[config.mk]
export PLATFORM = sky130hd
export DESIGN_NAME = ir_aircon_frame_transmitter_core_flat
export DESIGN_NICKNAME = d
export VERILOG_FILES = /design/src/design/ir_aft_pkg.sv /design/src/design/ir_aft_in_if.sv /design/src/design/ir_aft_out_if.sv /design/src/design/ir_aft_cfg_if.sv /design/src/design/ir_aft_cfg_regs.sv /design/src/design/ir_aft_in_stage.sv /design/src/design/ir_aft_slot_engine.sv /design/src/design/ir_aircon_frame_transmitter_core.sv /design/src/flat_wrapper.sv
export VERILOG_INCLUDE_DIRS = /design/src /design/src/design
export SDC_FILE = /design/constraint.sdc
export NUM_CORES = 1
export LEC_CHECK = 0
export ABC_AREA = 1
export BUFFER_PORTS_ARGS = -buffer_cell sky130_fd_sc_hd__clkbuf_2
export CORE_UTILIZATION = 47
export DETAILED_ROUTE_END_ITERATION = 12
export SLEW_MARGIN = 30
export SYNTH_ARGS = -nofsm -noshare
export SYNTH_HDL_FRONTEND = slang
export SYNTH_SLANG_ARGS = --single-unit
[constraint.sdc]
create_clock -name clk_i -period 7.9 [get_ports clk_i]
set_clock_uncertainty 0.05 [all_clocks]
set_input_delay 0 -clock clk_i [delete_from_list [all_inputs] [get_ports clk_i]]
set_output_delay 0 -clock clk_i [all_outputs]
set_load 0.05 [all_outputs]
[src/design/ir_aircon_frame_transmitter_core_macros.svh]
// assertion helpers for the transmitter slot engine
// both sample on clk_i and stay quiet while rst_ni is low
`ifndef IR_AIRCON_FRAME_TRANSMITTER_CORE_MACROS_SVH
`define IR_AIRCON_FRAME_TRANSMITTER_CORE_MACROS_SVH

// same-cycle implication
`define AFT_ASSERT(name, pre, post, msg) \
  name: assert property (@(posedge clk_i) disable iff (!rst_ni) (pre) |-> (post)) \
    else $error(msg);

// next-cycle implication
`define AFT_ASSERT_NEXT(name, pre, post, msg) \
  name: assert property (@(posedge clk_i) disable iff (!rst_ni) (pre) |=> (post)) \
    else $error(msg);

`endif

[src/design/ir_aft_pkg.sv]
`timescale 1ns / 1ps
`default_nettype none
package ir_aft_pkg;

  localparam int PeriodW  = 12;
  localparam int CodeW    = 8;
  localparam int CfgIdxW  = 3;
  localparam int CfgDataW = 12;
  localparam int ButtonW  = 3;
  localparam int RomIdxW  = 5;

  localparam logic [CodeW-1:0]   TempReset  = 8'h08;
  localparam logic [CodeW-1:0]   CheckReset = 8'hD4;
  localparam logic [CodeW-1:0]   OffCheck   = 8'hB4;
  localparam logic [RomIdxW-1:0] TempByte   = 5'd7;

  localparam logic [PeriodW-1:0] LeaderPeriodReset  = 12'd600;
  localparam logic [PeriodW-1:0] LeaderMarkReset    = 12'd400;
  localparam logic [PeriodW-1:0] OnePeriodReset     = 12'd200;
  localparam logic [PeriodW-1:0] ZeroPeriodReset    = 12'd100;
  localparam logic [PeriodW-1:0] BitMarkReset       = 12'd50;
  localparam logic [PeriodW-1:0] TrailerPeriodReset = 12'd212;
  localparam logic [CodeW-1:0]   CheckMinReset      = 8'd206;
  localparam logic [CodeW-1:0]   CheckMaxReset      = 8'd220;

  typedef enum logic {
    OP_BUTTON  = 1'b0,
    OP_ELAPSED = 1'b1
  } opcode_e;

  typedef enum logic [ButtonW-1:0] {
    BTN_NONE   = 3'd0,
    BTN_ON     = 3'd1,
    BTN_WARMER = 3'd2,
    BTN_COOLER = 3'd3,
    BTN_OFF    = 3'd4
  } button_e;

  typedef enum logic [1:0] {
    KIND_LEADER  = 2'd0,
    KIND_DATA    = 2'd1,
    KIND_TRAILER = 2'd2,
    KIND_STOP    = 2'd3
  } slot_kind_e;

  typedef enum logic [CfgIdxW-1:0] {
    REG_LEADER_PERIOD  = 3'd0,
    REG_LEADER_MARK    = 3'd1,
    REG_ONE_PERIOD     = 3'd2,
    REG_ZERO_PERIOD    = 3'd3,
    REG_BIT_MARK       = 3'd4,
    REG_TRAILER_PERIOD = 3'd5,
    REG_CHECK_MIN      = 3'd6,
    REG_CHECK_MAX      = 3'd7
  } cfg_reg_e;

  typedef struct packed {
    logic [PeriodW-1:0] leader_period;
    logic [PeriodW-1:0] leader_mark;
    logic [PeriodW-1:0] one_period;
    logic [PeriodW-1:0] zero_period;
    logic [PeriodW-1:0] bit_mark;
    logic [PeriodW-1:0] trailer_period;
    logic [CodeW-1:0]   check_min;
    logic [CodeW-1:0]   check_max;
  } cfg_t;

  typedef struct packed {
    opcode_e            opcode;
    logic [ButtonW-1:0] button;
  } item_t;

  typedef struct packed {
    logic [PeriodW-1:0] period;
    logic [PeriodW-1:0] mark;
    slot_kind_e         kind;
    logic               stop;
  } result_t;

  // fixed frame bytes; the checksum and temperature bytes are patched in later
  function automatic logic [CodeW-1:0] frame_rom(input logic off,
                                                 input logic [RomIdxW-1:0] idx);
    logic [CodeW-1:0] val;
    case (idx)
      5'd0:    val = 8'h23;
      5'd1:    val = 8'hCB;
      5'd2:    val = 8'h26;
      5'd3:    val = 8'h01;
      5'd4:    val = 8'h00;
      5'd5:    val = off ? 8'h00 : 8'h20;
      5'd6:    val = 8'h18;
      5'd7:    val = 8'h08;
      5'd8:    val = 8'h36;
      5'd9:    val = 8'h49;
      default: val = 8'h00;
    endcase
    return val;
  endfunction

endpackage
`default_nettype wire

[src/design/ir_aft_in_if.sv]
`timescale 1ns / 1ps
`default_nettype none
interface ir_aft_in_if;
  logic                            valid;
  logic                            ready;
  logic                            opcode;
  logic [ir_aft_pkg::ButtonW-1:0]  button;

  modport source (output valid, output opcode, output button, input ready);
  modport sink (input valid, input opcode, input button, output ready);
endinterface
`default_nettype wire

[src/design/ir_aft_out_if.sv]
`timescale 1ns / 1ps
`default_nettype none
interface ir_aft_out_if;
  logic                            valid;
  logic                            ready;
  logic [ir_aft_pkg::PeriodW-1:0]  slot_period;
  logic [ir_aft_pkg::PeriodW-1:0]  slot_mark;
  logic [1:0]                      slot_kind;
  logic                            carrier_stop;

  modport source (output valid, output slot_period, output slot_mark, output slot_kind,
                  output carrier_stop, input ready);
  modport sink (input valid, input slot_period, input slot_mark, input slot_kind,
                input carrier_stop, output ready);
endinterface
`default_nettype wire

[src/design/ir_aft_cfg_if.sv]
`timescale 1ns / 1ps
`default_nettype none
interface ir_aft_cfg_if;
  logic                             valid;
  logic                             ready;
  logic [ir_aft_pkg::CfgIdxW-1:0]   index;
  logic [ir_aft_pkg::CfgDataW-1:0]  data;

  modport source (output valid, output index, output data, input ready);
  modport sink (input valid, input index, input data, output ready);
endinterface
`default_nettype wire

[src/design/ir_aft_cfg_regs.sv]
`timescale 1ns / 1ps
`default_nettype none
module ir_aft_cfg_regs (
  input  wire                  clk_i,
  input  wire                  rst_ni,
  ir_aft_cfg_if.sink           cfg_i,
  output ir_aft_pkg::cfg_t     cfg_o
);

  ir_aft_pkg::cfg_t cfg_q, cfg_d;

  assign cfg_i.ready = 1'b1;

  always_comb begin
    cfg_d = cfg_q;
    if (cfg_i.valid) begin
      case (ir_aft_pkg::cfg_reg_e'(cfg_i.index))
        ir_aft_pkg::REG_LEADER_PERIOD:  cfg_d.leader_period  = cfg_i.data;
        ir_aft_pkg::REG_LEADER_MARK:    cfg_d.leader_mark    = cfg_i.data;
        ir_aft_pkg::REG_ONE_PERIOD:     cfg_d.one_period     = cfg_i.data;
        ir_aft_pkg::REG_ZERO_PERIOD:    cfg_d.zero_period    = cfg_i.data;
        ir_aft_pkg::REG_BIT_MARK:       cfg_d.bit_mark       = cfg_i.data;
        ir_aft_pkg::REG_TRAILER_PERIOD: cfg_d.trailer_period = cfg_i.data;
        ir_aft_pkg::REG_CHECK_MIN:      cfg_d.check_min = cfg_i.data[ir_aft_pkg::CodeW-1:0];
        ir_aft_pkg::REG_CHECK_MAX:      cfg_d.check_max = cfg_i.data[ir_aft_pkg::CodeW-1:0];
        default:                        cfg_d = cfg_q;
      endcase
    end
  end

  always_ff @(posedge clk_i or negedge rst_ni) begin
    if (!rst_ni) begin
      cfg_q.leader_period  <= ir_aft_pkg::LeaderPeriodReset;
      cfg_q.leader_mark    <= ir_aft_pkg::LeaderMarkReset;
      cfg_q.one_period     <= ir_aft_pkg::OnePeriodReset;
      cfg_q.zero_period    <= ir_aft_pkg::ZeroPeriodReset;
      cfg_q.bit_mark       <= ir_aft_pkg::BitMarkReset;
      cfg_q.trailer_period <= ir_aft_pkg::TrailerPeriodReset;
      cfg_q.check_min      <= ir_aft_pkg::CheckMinReset;
      cfg_q.check_max      <= ir_aft_pkg::CheckMaxReset;
    end else begin
      cfg_q <= cfg_d;
    end
  end

  assign cfg_o = cfg_q;

endmodule
`default_nettype wire

[src/design/ir_aft_in_stage.sv]
`timescale 1ns / 1ps
`default_nettype none
module ir_aft_in_stage (
  input  wire                  clk_i,
  input  wire                  rst_ni,
  ir_aft_in_if.sink            in_i,
  input  wire                  take_i,
  output logic                 item_valid_o,
  output ir_aft_pkg::item_t    item_o
);

  logic              valid_q, valid_d;
  ir_aft_pkg::item_t item_q;
  logic              load;

  // a held request leaves in the same cycle a new one comes in
  assign in_i.ready = !valid_q || take_i;
  assign load       = in_i.valid && in_i.ready;

  always_comb begin
    valid_d = valid_q;
    if (load) begin
      valid_d = 1'b1;
    end else if (take_i) begin
      valid_d = 1'b0;
    end
  end

  always_ff @(posedge clk_i or negedge rst_ni) begin
    if (!rst_ni) begin
      valid_q <= 1'b0;
    end else begin
      valid_q <= valid_d;
    end
  end

  always_ff @(posedge clk_i) begin
    if (load) begin
      item_q.opcode <= ir_aft_pkg::opcode_e'(in_i.opcode);
      item_q.button <= in_i.button;
    end
  end

  assign item_valid_o = valid_q;
  assign item_o       = item_q;

endmodule
`default_nettype wire

[src/design/ir_aft_slot_engine.sv]
`timescale 1ns / 1ps
`default_nettype none
`include "ir_aircon_frame_transmitter_core_macros.svh"
module ir_aft_slot_engine #(
  parameter int FRAME_BYTES  = 18,
  parameter int REPEAT_COUNT = 2
) (
  input  wire                  clk_i,
  input  wire                  rst_ni,
  input  wire                  item_valid_i,
  input  ir_aft_pkg::item_t    item_i,
  input  ir_aft_pkg::cfg_t     cfg_i,
  output logic                 take_o,
  ir_aft_out_if.source         res_o
);

  localparam int LastSlot = 8 * FRAME_BYTES + 1;
  localparam int SlotW    = $clog2(LastSlot + 1);
  localparam int CodeW    = ir_aft_pkg::CodeW;
  localparam int RomIdxW  = ir_aft_pkg::RomIdxW;

  logic             busy_q, busy_d;
  logic             off_q, off_d;
  logic             rep_q, rep_d;
  logic [SlotW-1:0] slot_q, slot_d;
  logic [CodeW-1:0] temp_q, temp_d;
  logic [CodeW-1:0] check_q, check_d;

  logic                out_valid_q, out_valid_d;
  ir_aft_pkg::result_t res_q, res;
  logic                emit, stop;

  logic [SlotW-1:0]   bit_sel;
  logic [RomIdxW-1:0] byte_idx;
  logic [CodeW-1:0]   frame_byte;
  logic               bit_val;

  assign take_o = item_valid_i && (!out_valid_q || res_o.ready);

  // state update for one request
  always_comb begin
    busy_d  = busy_q;
    off_d   = off_q;
    rep_d   = rep_q;
    slot_d  = slot_q;
    temp_d  = temp_q;
    check_d = check_q;
    emit    = 1'b0;
    stop    = 1'b0;
    case (item_i.opcode)
      ir_aft_pkg::OP_BUTTON: begin
        if (!busy_q) begin
          case (item_i.button)
            ir_aft_pkg::BTN_ON, ir_aft_pkg::BTN_WARMER, ir_aft_pkg::BTN_COOLER,
            ir_aft_pkg::BTN_OFF: begin
              emit   = 1'b1;
              busy_d = 1'b1;
              rep_d  = 1'b0;
              slot_d = '0;
              off_d  = (item_i.button == ir_aft_pkg::BTN_OFF);
              if (item_i.button == ir_aft_pkg::BTN_WARMER && check_q < cfg_i.check_max) begin
                check_d = check_q + 8'd1;
                temp_d  = temp_q + 8'd1;
              end else if (item_i.button == ir_aft_pkg::BTN_COOLER &&
                           check_q > cfg_i.check_min) begin
                check_d = check_q - 8'd1;
                temp_d  = temp_q - 8'd1;
              end
            end
            default: emit = 1'b0;
          endcase
        end
      end
      ir_aft_pkg::OP_ELAPSED: begin
        if (busy_q) begin
          emit = 1'b1;
          if (slot_q < SlotW'(LastSlot)) begin
            slot_d = slot_q + SlotW'(1);
          end else if (int'(rep_q) + 1 < REPEAT_COUNT) begin
            rep_d  = 1'b1;
            slot_d = '0;
          end else begin
            busy_d = 1'b0;
            rep_d  = 1'b0;
            slot_d = '0;
            stop   = 1'b1;
          end
        end
      end
      default: emit = 1'b0;
    endcase
  end

  // bit of the frame for the next data slot; checksum byte wins over the temperature byte
  assign bit_sel  = slot_d - SlotW'(1);
  assign byte_idx = RomIdxW'(bit_sel >> 3);

  always_comb begin
    if (byte_idx == RomIdxW'(FRAME_BYTES - 1)) begin
      frame_byte = off_d ? ir_aft_pkg::OffCheck : check_d;
    end else if (!off_d && byte_idx == ir_aft_pkg::TempByte) begin
      frame_byte = temp_d;
    end else begin
      frame_byte = ir_aft_pkg::frame_rom(off_d, byte_idx);
    end
  end

  assign bit_val = frame_byte[bit_sel[2:0]];

  always_comb begin
    if (stop) begin
      res.period = '0;
      res.mark   = '0;
      res.kind   = ir_aft_pkg::KIND_STOP;
    end else if (slot_d == '0) begin
      res.period = cfg_i.leader_period;
      res.mark   = cfg_i.leader_mark;
      res.kind   = ir_aft_pkg::KIND_LEADER;
    end else if (slot_d >= SlotW'(LastSlot)) begin
      res.period = cfg_i.trailer_period;
      res.mark   = cfg_i.bit_mark;
      res.kind   = ir_aft_pkg::KIND_TRAILER;
    end else begin
      res.period = bit_val ? cfg_i.one_period : cfg_i.zero_period;
      res.mark   = cfg_i.bit_mark;
      res.kind   = ir_aft_pkg::KIND_DATA;
    end
    res.stop = stop;
  end

  always_comb begin
    out_valid_d = out_valid_q && !res_o.ready;
    if (take_o) begin
      out_valid_d = emit;
    end
  end

  always_ff @(posedge clk_i or negedge rst_ni) begin
    if (!rst_ni) begin
      busy_q      <= 1'b0;
      off_q       <= 1'b0;
      rep_q       <= 1'b0;
      slot_q      <= '0;
      temp_q      <= ir_aft_pkg::TempReset;
      check_q     <= ir_aft_pkg::CheckReset;
      out_valid_q <= 1'b0;
    end else begin
      out_valid_q <= out_valid_d;
      if (take_o) begin
        busy_q  <= busy_d;
        off_q   <= off_d;
        rep_q   <= rep_d;
        slot_q  <= slot_d;
        temp_q  <= temp_d;
        check_q <= check_d;
      end
    end
  end

  always_ff @(posedge clk_i) begin
    if (take_o && emit) begin
      res_q <= res;
    end
  end

  assign res_o.valid        = out_valid_q;
  assign res_o.slot_period  = res_q.period;
  assign res_o.slot_mark    = res_q.mark;
  assign res_o.slot_kind    = res_q.kind;
  assign res_o.carrier_stop = res_q.stop;

  `AFT_ASSERT(idle_counters_clear, !busy_q, slot_q == '0 && rep_q == 1'b0, "idle with slot state set")
  `AFT_ASSERT(slot_in_frame, busy_q, slot_q <= SlotW'(LastSlot), "slot index past trailer")
  `AFT_ASSERT(hold_on_stall, out_valid_q && !res_o.ready, !take_o, "request taken while result stalled")
  `AFT_ASSERT_NEXT(stop_goes_idle, take_o && stop, !busy_q && out_valid_q && res_o.carrier_stop, "stop did not end transmission")

endmodule
`default_nettype wire

[src/design/ir_aircon_frame_transmitter_core.sv]
// path: a request is registered at the input stage, and its slot result is registered in
//   the output register once the slot engine takes it, which waits while a result stalls
// throughput: one request per cycle when not stalled; slot and bit select are combinational
// reset: clears busy, slot and repeat counters, loads temperature 0x08, checksum 0xD4
//   and the default slot timings; no clearing pass, requests taken right after reset
`timescale 1ns / 1ps
`default_nettype none
module ir_aircon_frame_transmitter_core #(
  parameter int FRAME_BYTES  = 18,
  parameter int REPEAT_COUNT = 2
) (
  input  wire           clk_i,
  input  wire           rst_ni,
  ir_aft_in_if.sink     in_i,
  ir_aft_cfg_if.sink    cfg_i,
  ir_aft_out_if.source  res_o
);

  ir_aft_pkg::cfg_t  cfg;
  ir_aft_pkg::item_t item;
  logic              item_valid;
  logic              take;

  ir_aft_cfg_regs u_cfg_regs (
    .clk_i  (clk_i),
    .rst_ni (rst_ni),
    .cfg_i  (cfg_i),
    .cfg_o  (cfg)
  );

  ir_aft_in_stage u_in_stage (
    .clk_i        (clk_i),
    .rst_ni       (rst_ni),
    .in_i         (in_i),
    .take_i       (take),
    .item_valid_o (item_valid),
    .item_o       (item)
  );

  ir_aft_slot_engine #(
    .FRAME_BYTES  (FRAME_BYTES),
    .REPEAT_COUNT (REPEAT_COUNT)
  ) u_slot_engine (
    .clk_i        (clk_i),
    .rst_ni       (rst_ni),
    .item_valid_i (item_valid),
    .item_i       (item),
    .cfg_i        (cfg),
    .take_o       (take),
    .res_o        (res_o)
  );

endmodule
`default_nettype wire

[src/flat_wrapper.sv]
// flat-port wrapper written by rule: the top's interface ports become plain ports
module ir_aircon_frame_transmitter_core_flat 
#(
  parameter int FRAME_BYTES  = 18,
  parameter int REPEAT_COUNT = 2
)
  (clk_i, rst_ni, in_i_valid, in_i_opcode, in_i_button, in_i_ready, cfg_i_valid, cfg_i_index, cfg_i_data, cfg_i_ready, res_o_valid, res_o_slot_period, res_o_slot_mark, res_o_slot_kind, res_o_carrier_stop, res_o_ready);
  ir_aft_in_if in_i_i ();
  ir_aft_cfg_if cfg_i_i ();
  ir_aft_out_if res_o_i ();
  input  wire clk_i;
  input  wire rst_ni;
  input wire logic [$bits(in_i_i.valid)-1:0] in_i_valid;
  input wire logic [$bits(in_i_i.opcode)-1:0] in_i_opcode;
  input wire logic [$bits(in_i_i.button)-1:0] in_i_button;
  output wire logic [$bits(in_i_i.ready)-1:0] in_i_ready;
  input wire logic [$bits(cfg_i_i.valid)-1:0] cfg_i_valid;
  input wire logic [$bits(cfg_i_i.index)-1:0] cfg_i_index;
  input wire logic [$bits(cfg_i_i.data)-1:0] cfg_i_data;
  output wire logic [$bits(cfg_i_i.ready)-1:0] cfg_i_ready;
  output wire logic [$bits(res_o_i.valid)-1:0] res_o_valid;
  output wire logic [$bits(res_o_i.slot_period)-1:0] res_o_slot_period;
  output wire logic [$bits(res_o_i.slot_mark)-1:0] res_o_slot_mark;
  output wire logic [$bits(res_o_i.slot_kind)-1:0] res_o_slot_kind;
  output wire logic [$bits(res_o_i.carrier_stop)-1:0] res_o_carrier_stop;
  input wire logic [$bits(res_o_i.ready)-1:0] res_o_ready;
  assign in_i_i.valid = in_i_valid;
  assign in_i_i.opcode = in_i_opcode;
  assign in_i_i.button = in_i_button;
  assign in_i_ready = in_i_i.ready;
  assign cfg_i_i.valid = cfg_i_valid;
  assign cfg_i_i.index = cfg_i_index;
  assign cfg_i_i.data = cfg_i_data;
  assign cfg_i_ready = cfg_i_i.ready;
  assign res_o_valid = res_o_i.valid;
  assign res_o_slot_period = res_o_i.slot_period;
  assign res_o_slot_mark = res_o_i.slot_mark;
  assign res_o_slot_kind = res_o_i.slot_kind;
  assign res_o_carrier_stop = res_o_i.carrier_stop;
  assign res_o_i.ready = res_o_ready;
  ir_aircon_frame_transmitter_core #(.FRAME_BYTES(FRAME_BYTES), .REPEAT_COUNT(REPEAT_COUNT)) u_core (.clk_i(clk_i), .rst_ni(rst_ni), .in_i(in_i_i), .cfg_i(cfg_i_i), .res_o(res_o_i));
endmodule
==> run summary <==
The number of H-tree branching levels came out at 4. The depth of the worst register-to-register path is 18. The required time reported for the critical path endpoint came out at 8.00 ns. The worst register-to-register path begins at u_core.u_cfg_regs.cfg_o[7]. The async set or reset register ratio after synthesis is 79.05%. After the last flow step, the layout net total stands at 1138. The worst setup path is captured at a register. The number of clock buffers added by TritonCTS is 17. Cells with a size suffix above 1 make up 16.23% of the layout. The share of the yosys chip area belonging to registers is 47.62%. Excluding fillers, the count of instances in the completed layout stands at 1323.

Once detail routing completed, the nets flagged for antenna violations numbered 0. Setup slack on the worst reg-to-reg path comes out at 3.92 ns. The final antenna diode count came out at 0. The number of global-route vias before repair is 6348. The post-synthesis instance area came out at 8195 um2.

The final critical-path required period is 3.982 ns. The initial antenna violation count is 0. The die area came out at 17970 um2. During placement, the flow inserted port buffers numbering 52.

The highest achievable clock rate is 251.1 MHz. The layout has 1656 filler cells. The post-detailed-routing wire length is 19.85 mm.

The source-to-sink clock delay at the later pin of the worst-skew pair is 0.43 ns. For the pin with the worst max-slew slack, the measured transition is 0.8623 ns. The total cell area at the placement stage is 8608 um2. The post-CTS repair timing setup buffer count is 0. The number of enable flip-flop cells after synthesis is 31. The die outline height came out at 134.1 um.

The placed wire-length estimate came out at 14.19 mm. The distinct cell type count after synthesis is 41. The total overflow left after global routing is 0.

The power density normalized to cell area came out at 421.3 nW/um2. The layout-stage area growth over the synthesis result is 14.90%. In this run the clock root is driven by a sky130_fd_sc_hd__clkbuf_16. The clock-pin slew reported for the worst setup and hold paths after clock tree synthesis is 0.07 ns. The worst path uses 50.41% of the clock period. The met3 usage in global routing came out at 3.817%.

For this design, the slowest cell found on the critical path is sky130_fd_sc_hd__nand3_1. Traced cell by cell, the critical path runs through inv_1 -> ha_1 -> a21oi_1 -> o21a_1 -> nand3_1 -> a21oi_1 -> xor2_1 -> nand2_1 -> o21ai_1 -> inv_1 -> nand3_1 -> nand2_1 -> nand2_1 -> nand3_2 -> nand2_2 -> nand2_1 -> nand3_1 -> a21oi_1. Clock tree synthesis found a total of 148 sinks. For this run, design rule violations remaining after detail routing come to 0. Routability-driven placement finished with a final weighted congestion of 0.8987. The final cell area excluding filler cells came out at 9417 um2. Each instance of the synthesized netlist takes up on average 7.957 um2. Once the floorplan was initialized, standard cells occupied 48.73% of the core.

The number of iterations in the first detailed-routing pass is 5. Counting tap cells, the placed design contains a total of 1270 instances. The clock passes through at most 2 buffers. In the synthesized netlist the dominant register cell turns out to be sky130_fd_sc_hd__dfrtp_1.

Adding up every negative setup slack in the final design gives 0 ns. The I/O pin count is 54. The synthesis warning total came out at 0. Using the TritonRoute via totals, the vias-per-cell ratio works out to 5.181. The worst-case headroom to the max-slew limit came out at 42.45%. The cell that appears most often on the critical path is sky130_fd_sc_hd__nand2_1. The worst path arrival time is 4.08 ns. In this run the most used layer during global routing was met2. Setup repair after global routing left no endpoint under its margin.

Global routing consumed, over all layers together, 23.44% of the routing resources. The cell row count came out at 47. After synthesis the netlist holds a flip-flop and latch count of 148.

The max-slew violation count came out at 0. The standard cell core area is 16820 um2. The tool flagged a number of max-cap violations equal to 0. The delay of the slowest critical-path stage is 0.58 ns.

Across the VDD grid, the largest voltage drop is 0.0001995 V. In the global route stage, met2 resource usage came out at 35.32%. Entering global routing, the biggest net connects 74 pins.

The count of vias placed by the detailed router is 6855. The total count of hold-check failures in the final report came to 0. The flow ran to the end, and the final reports show no timing, DRC or antenna violations. The number of violations reported at the end of detailed-routing iteration 0 came out at 550. The met1 routing resource usage after global routing came out at 34.78%. The worst setup path is of the register to register kind.

The number of gates resized after CTS came out at 0. The highest fanout seen on the critical path is 25. The CTS tree is yes. The first global-routing pass estimated 32.72 mm of wire. The tightest min-delay check is of the input port to asynchronous set/reset pin type.

In this run the critical register-to-register path is captured at u_core.u_slot_engine.res_o.slot_period[6]. The worst setup path is launched from a register. The gate count after technology mapping is 1030.

In the final routed layout, each cell accounts on average for 15.00 um. The number of setup violations in the final report came out at 0. The number of nets in the synthesized netlist is 1078.

The static leakage came out at 4.467 nW. The width of the chip is 134.1 um.
[where the power goes]
group	internal [mW]	switching, mW
registers	1.07	0.134
logic	0.606	1.34
clock network	0.462	0.355
total	2.14	1.83
[placed cells by master (no fill, tap or decap), types with 8 or more instances in the layout]
cell,count
sky130_fd_sc_hd__nand2_1,265
sky130_fd_sc_hd__o21ai_0,137
sky130_fd_sc_hd__inv_1,125
sky130_fd_sc_hd__nand3_1,84
sky130_fd_sc_hd__dfrtp_1,82
sky130_fd_sc_hd__nor2_1,63
sky130_fd_sc_hd__clkbuf_2,51
sky130_fd_sc_hd__dfstp_2,35
sky130_fd_sc_hd__edfxtp_1,31
sky130_fd_sc_hd__a21oi_1,30
sky130_fd_sc_hd__ha_1,24
sky130_fd_sc_hd__dlygate4sd3_1,21
sky130_fd_sc_hd__clkbuf_16,18
sky130_fd_sc_hd__nand2_2,17
sky130_fd_sc_hd__a32o_1,13
sky130_fd_sc_hd__nor2_2,11
sky130_fd_sc_hd__nand4_1,10
sky130_fd_sc_hd__inv_2,8
sky130_fd_sc_hd__xor2_1,8
[through the flow]
| step | hold slack (ns) | setup WS (ns) | total power, mW | util, % |
|---|---|---|---|---|
| after CTS | 0.05593 | 3.950 | 3.982 | 55.97 |
| final | 0.07265 | 3.918 | 3.967 | 55.99 |
| after global placement | 0.002298 | 4.038 | 3.121 | 51.17 |
| after detailed placement | 0.001706 | 3.985 | 3.145 | 51.18 |
| after floorplan | -0.3456 | 4.812 | 2.756 | - |
| after global routing | 0.09832 | 3.415 | 4.297 | 55.99 |
[how the worst max path moves through the flow]
stage,startpoint,to,depth (start not counted),slack [ns]
final,u_core.u_cfg_regs.cfg_o[7],u_core.u_slot_engine.res_o.slot_period[6],18,3.92
after floorplan,u_core.u_slot_engine.slot_q[0],u_core.u_slot_engine.res_o.slot_period[2],26,4.81
after global placement,u_core.u_cfg_regs.cfg_o[7],u_core.u_slot_engine.res_o.slot_period[0],17,4.04
after CTS,u_core.u_cfg_regs.cfg_o[7],u_core.u_slot_engine.res_o.slot_period[6],18,3.95
after global routing,u_core.u_cfg_regs.cfg_o[7],u_core.u_slot_engine.res_o.slot_period[6],18,3.41
after detailed placement,u_core.u_cfg_regs.cfg_o[7],u_core.u_slot_engine.res_o.slot_period[6],17,3.98
[routing by layer]
layer / share of wire (%) / vias to the layer above
li1: - / 3486
met1: 51 / 3213
met2: 44 / 136
met3: 3.5 / 20
met4: 1.3 / 0
met5: 0 / -
[Yosys cell counts, types with 2 or more instances]
cell type                    n  area share, %
sky130_fd_sc_hd__a21oi_1    30            1.8
sky130_fd_sc_hd__a31oi_1     2           0.15
sky130_fd_sc_hd__a32o_1     13            1.6
sky130_fd_sc_hd__buf_2       2           0.12
sky130_fd_sc_hd__buf_4       5           0.46
sky130_fd_sc_hd__clkbuf_1   27            1.2
sky130_fd_sc_hd__clkinv_1    2          0.092
sky130_fd_sc_hd__dfrtp_1    82             25
sky130_fd_sc_hd__dfstp_2    35             11
sky130_fd_sc_hd__edfxtp_1   31             11
sky130_fd_sc_hd__ha_1       24            3.7
sky130_fd_sc_hd__inv_1     125            5.7
sky130_fd_sc_hd__inv_2       8           0.37
sky130_fd_sc_hd__nand2_1   265             12
sky130_fd_sc_hd__nand2_2    17            1.3
sky130_fd_sc_hd__nand2_4     5           0.69
sky130_fd_sc_hd__nand3_1    84            5.1
sky130_fd_sc_hd__nand3_2     3           0.37
sky130_fd_sc_hd__nand3b_1    2           0.18
sky130_fd_sc_hd__nand4_1    10           0.76
sky130_fd_sc_hd__nor2_1     65            3.0
sky130_fd_sc_hd__nor2_2      9           0.69
sky130_fd_sc_hd__nor2_4      3           0.41
sky130_fd_sc_hd__nor3_1      6           0.37
sky130_fd_sc_hd__o211ai_1    3           0.27
sky130_fd_sc_hd__o21a_1      2           0.18
sky130_fd_sc_hd__o21ai_0   137            8.4
sky130_fd_sc_hd__o21ai_1     4           0.24
sky130_fd_sc_hd__o21ai_2     2           0.21
sky130_fd_sc_hd__o21bai_1    3           0.27
sky130_fd_sc_hd__o22ai_1     4           0.31
sky130_fd_sc_hd__or2_2       3           0.23
sky130_fd_sc_hd__xnor2_1     2           0.21
sky130_fd_sc_hd__xor2_1      8           0.85
[state kept, by name, indices dropped and copies added (netlist names)]
| register | flops |
|---|---|
| u_core.u_cfg_regs.cfg_o | 88 |
| u_core.u_slot_engine.res_o.slot_mark | 12 |
| u_core.u_slot_engine.res_o.slot_period | 12 |
| u_core.u_slot_engine.check_q | 8 |
| u_core.u_slot_engine.slot_q | 8 |
| u_core.u_slot_engine.temp_q | 8 |
| u_core.u_in_stage.item_o | 4 |
| u_core.u_slot_engine.res_o.slot_kind | 2 |
| u_core.u_in_stage.item_valid_o | 1 |
| u_core.u_slot_engine.busy_q | 1 |
| u_core.u_slot_engine.off_q | 1 |
| u_core.u_slot_engine.rep_q | 1 |
| u_core.u_slot_engine.res_o.carrier_stop | 1 |
| u_core.u_slot_engine.res_o.valid | 1 |
[cell families after synthesis]
group / share of synthesized area, %
compound gates: 13.73
flops: 47.62
xor+xnor: 1.069
buf+inv: 8.183
simple gates: 25.69
other cells: 0.04576
fa+ha+maj: 3.664
[worst max-delay path: cells and delay by family, from the launching register on]
family	cells	cell delay [ns]
DFF	1	0.51
buffers and inverters	2	0.09
and+or+nand+nor	9	1.51
AOI/OAI and AO/OA	5	1.02
xor gates and xnor gates	1	0.23
adders and majority gates	1	0.28
[repair_timing]
item / 4_1_cts / 5_1_grt
hold buffers: 21 / 0
setup endpoints to repair: 0 / 0
hold endpoints to repair: 136 / 0
[area by class of cell]
cell class                      count  area (um2)  share of cell area [%]
Sequential cell                   148        3902                   41.44
Multi-Input combinational cell    711        3631                   38.56
Timing Repair Buffer               77       506.7                   5.381
Inverter                          135       506.7                   5.381
Clock buffer                       18       450.4                   4.783
Tap cell                          220       275.3                   2.923
Clock inverter                     14       143.9                   1.528
(Power assumes the default switching activity.)
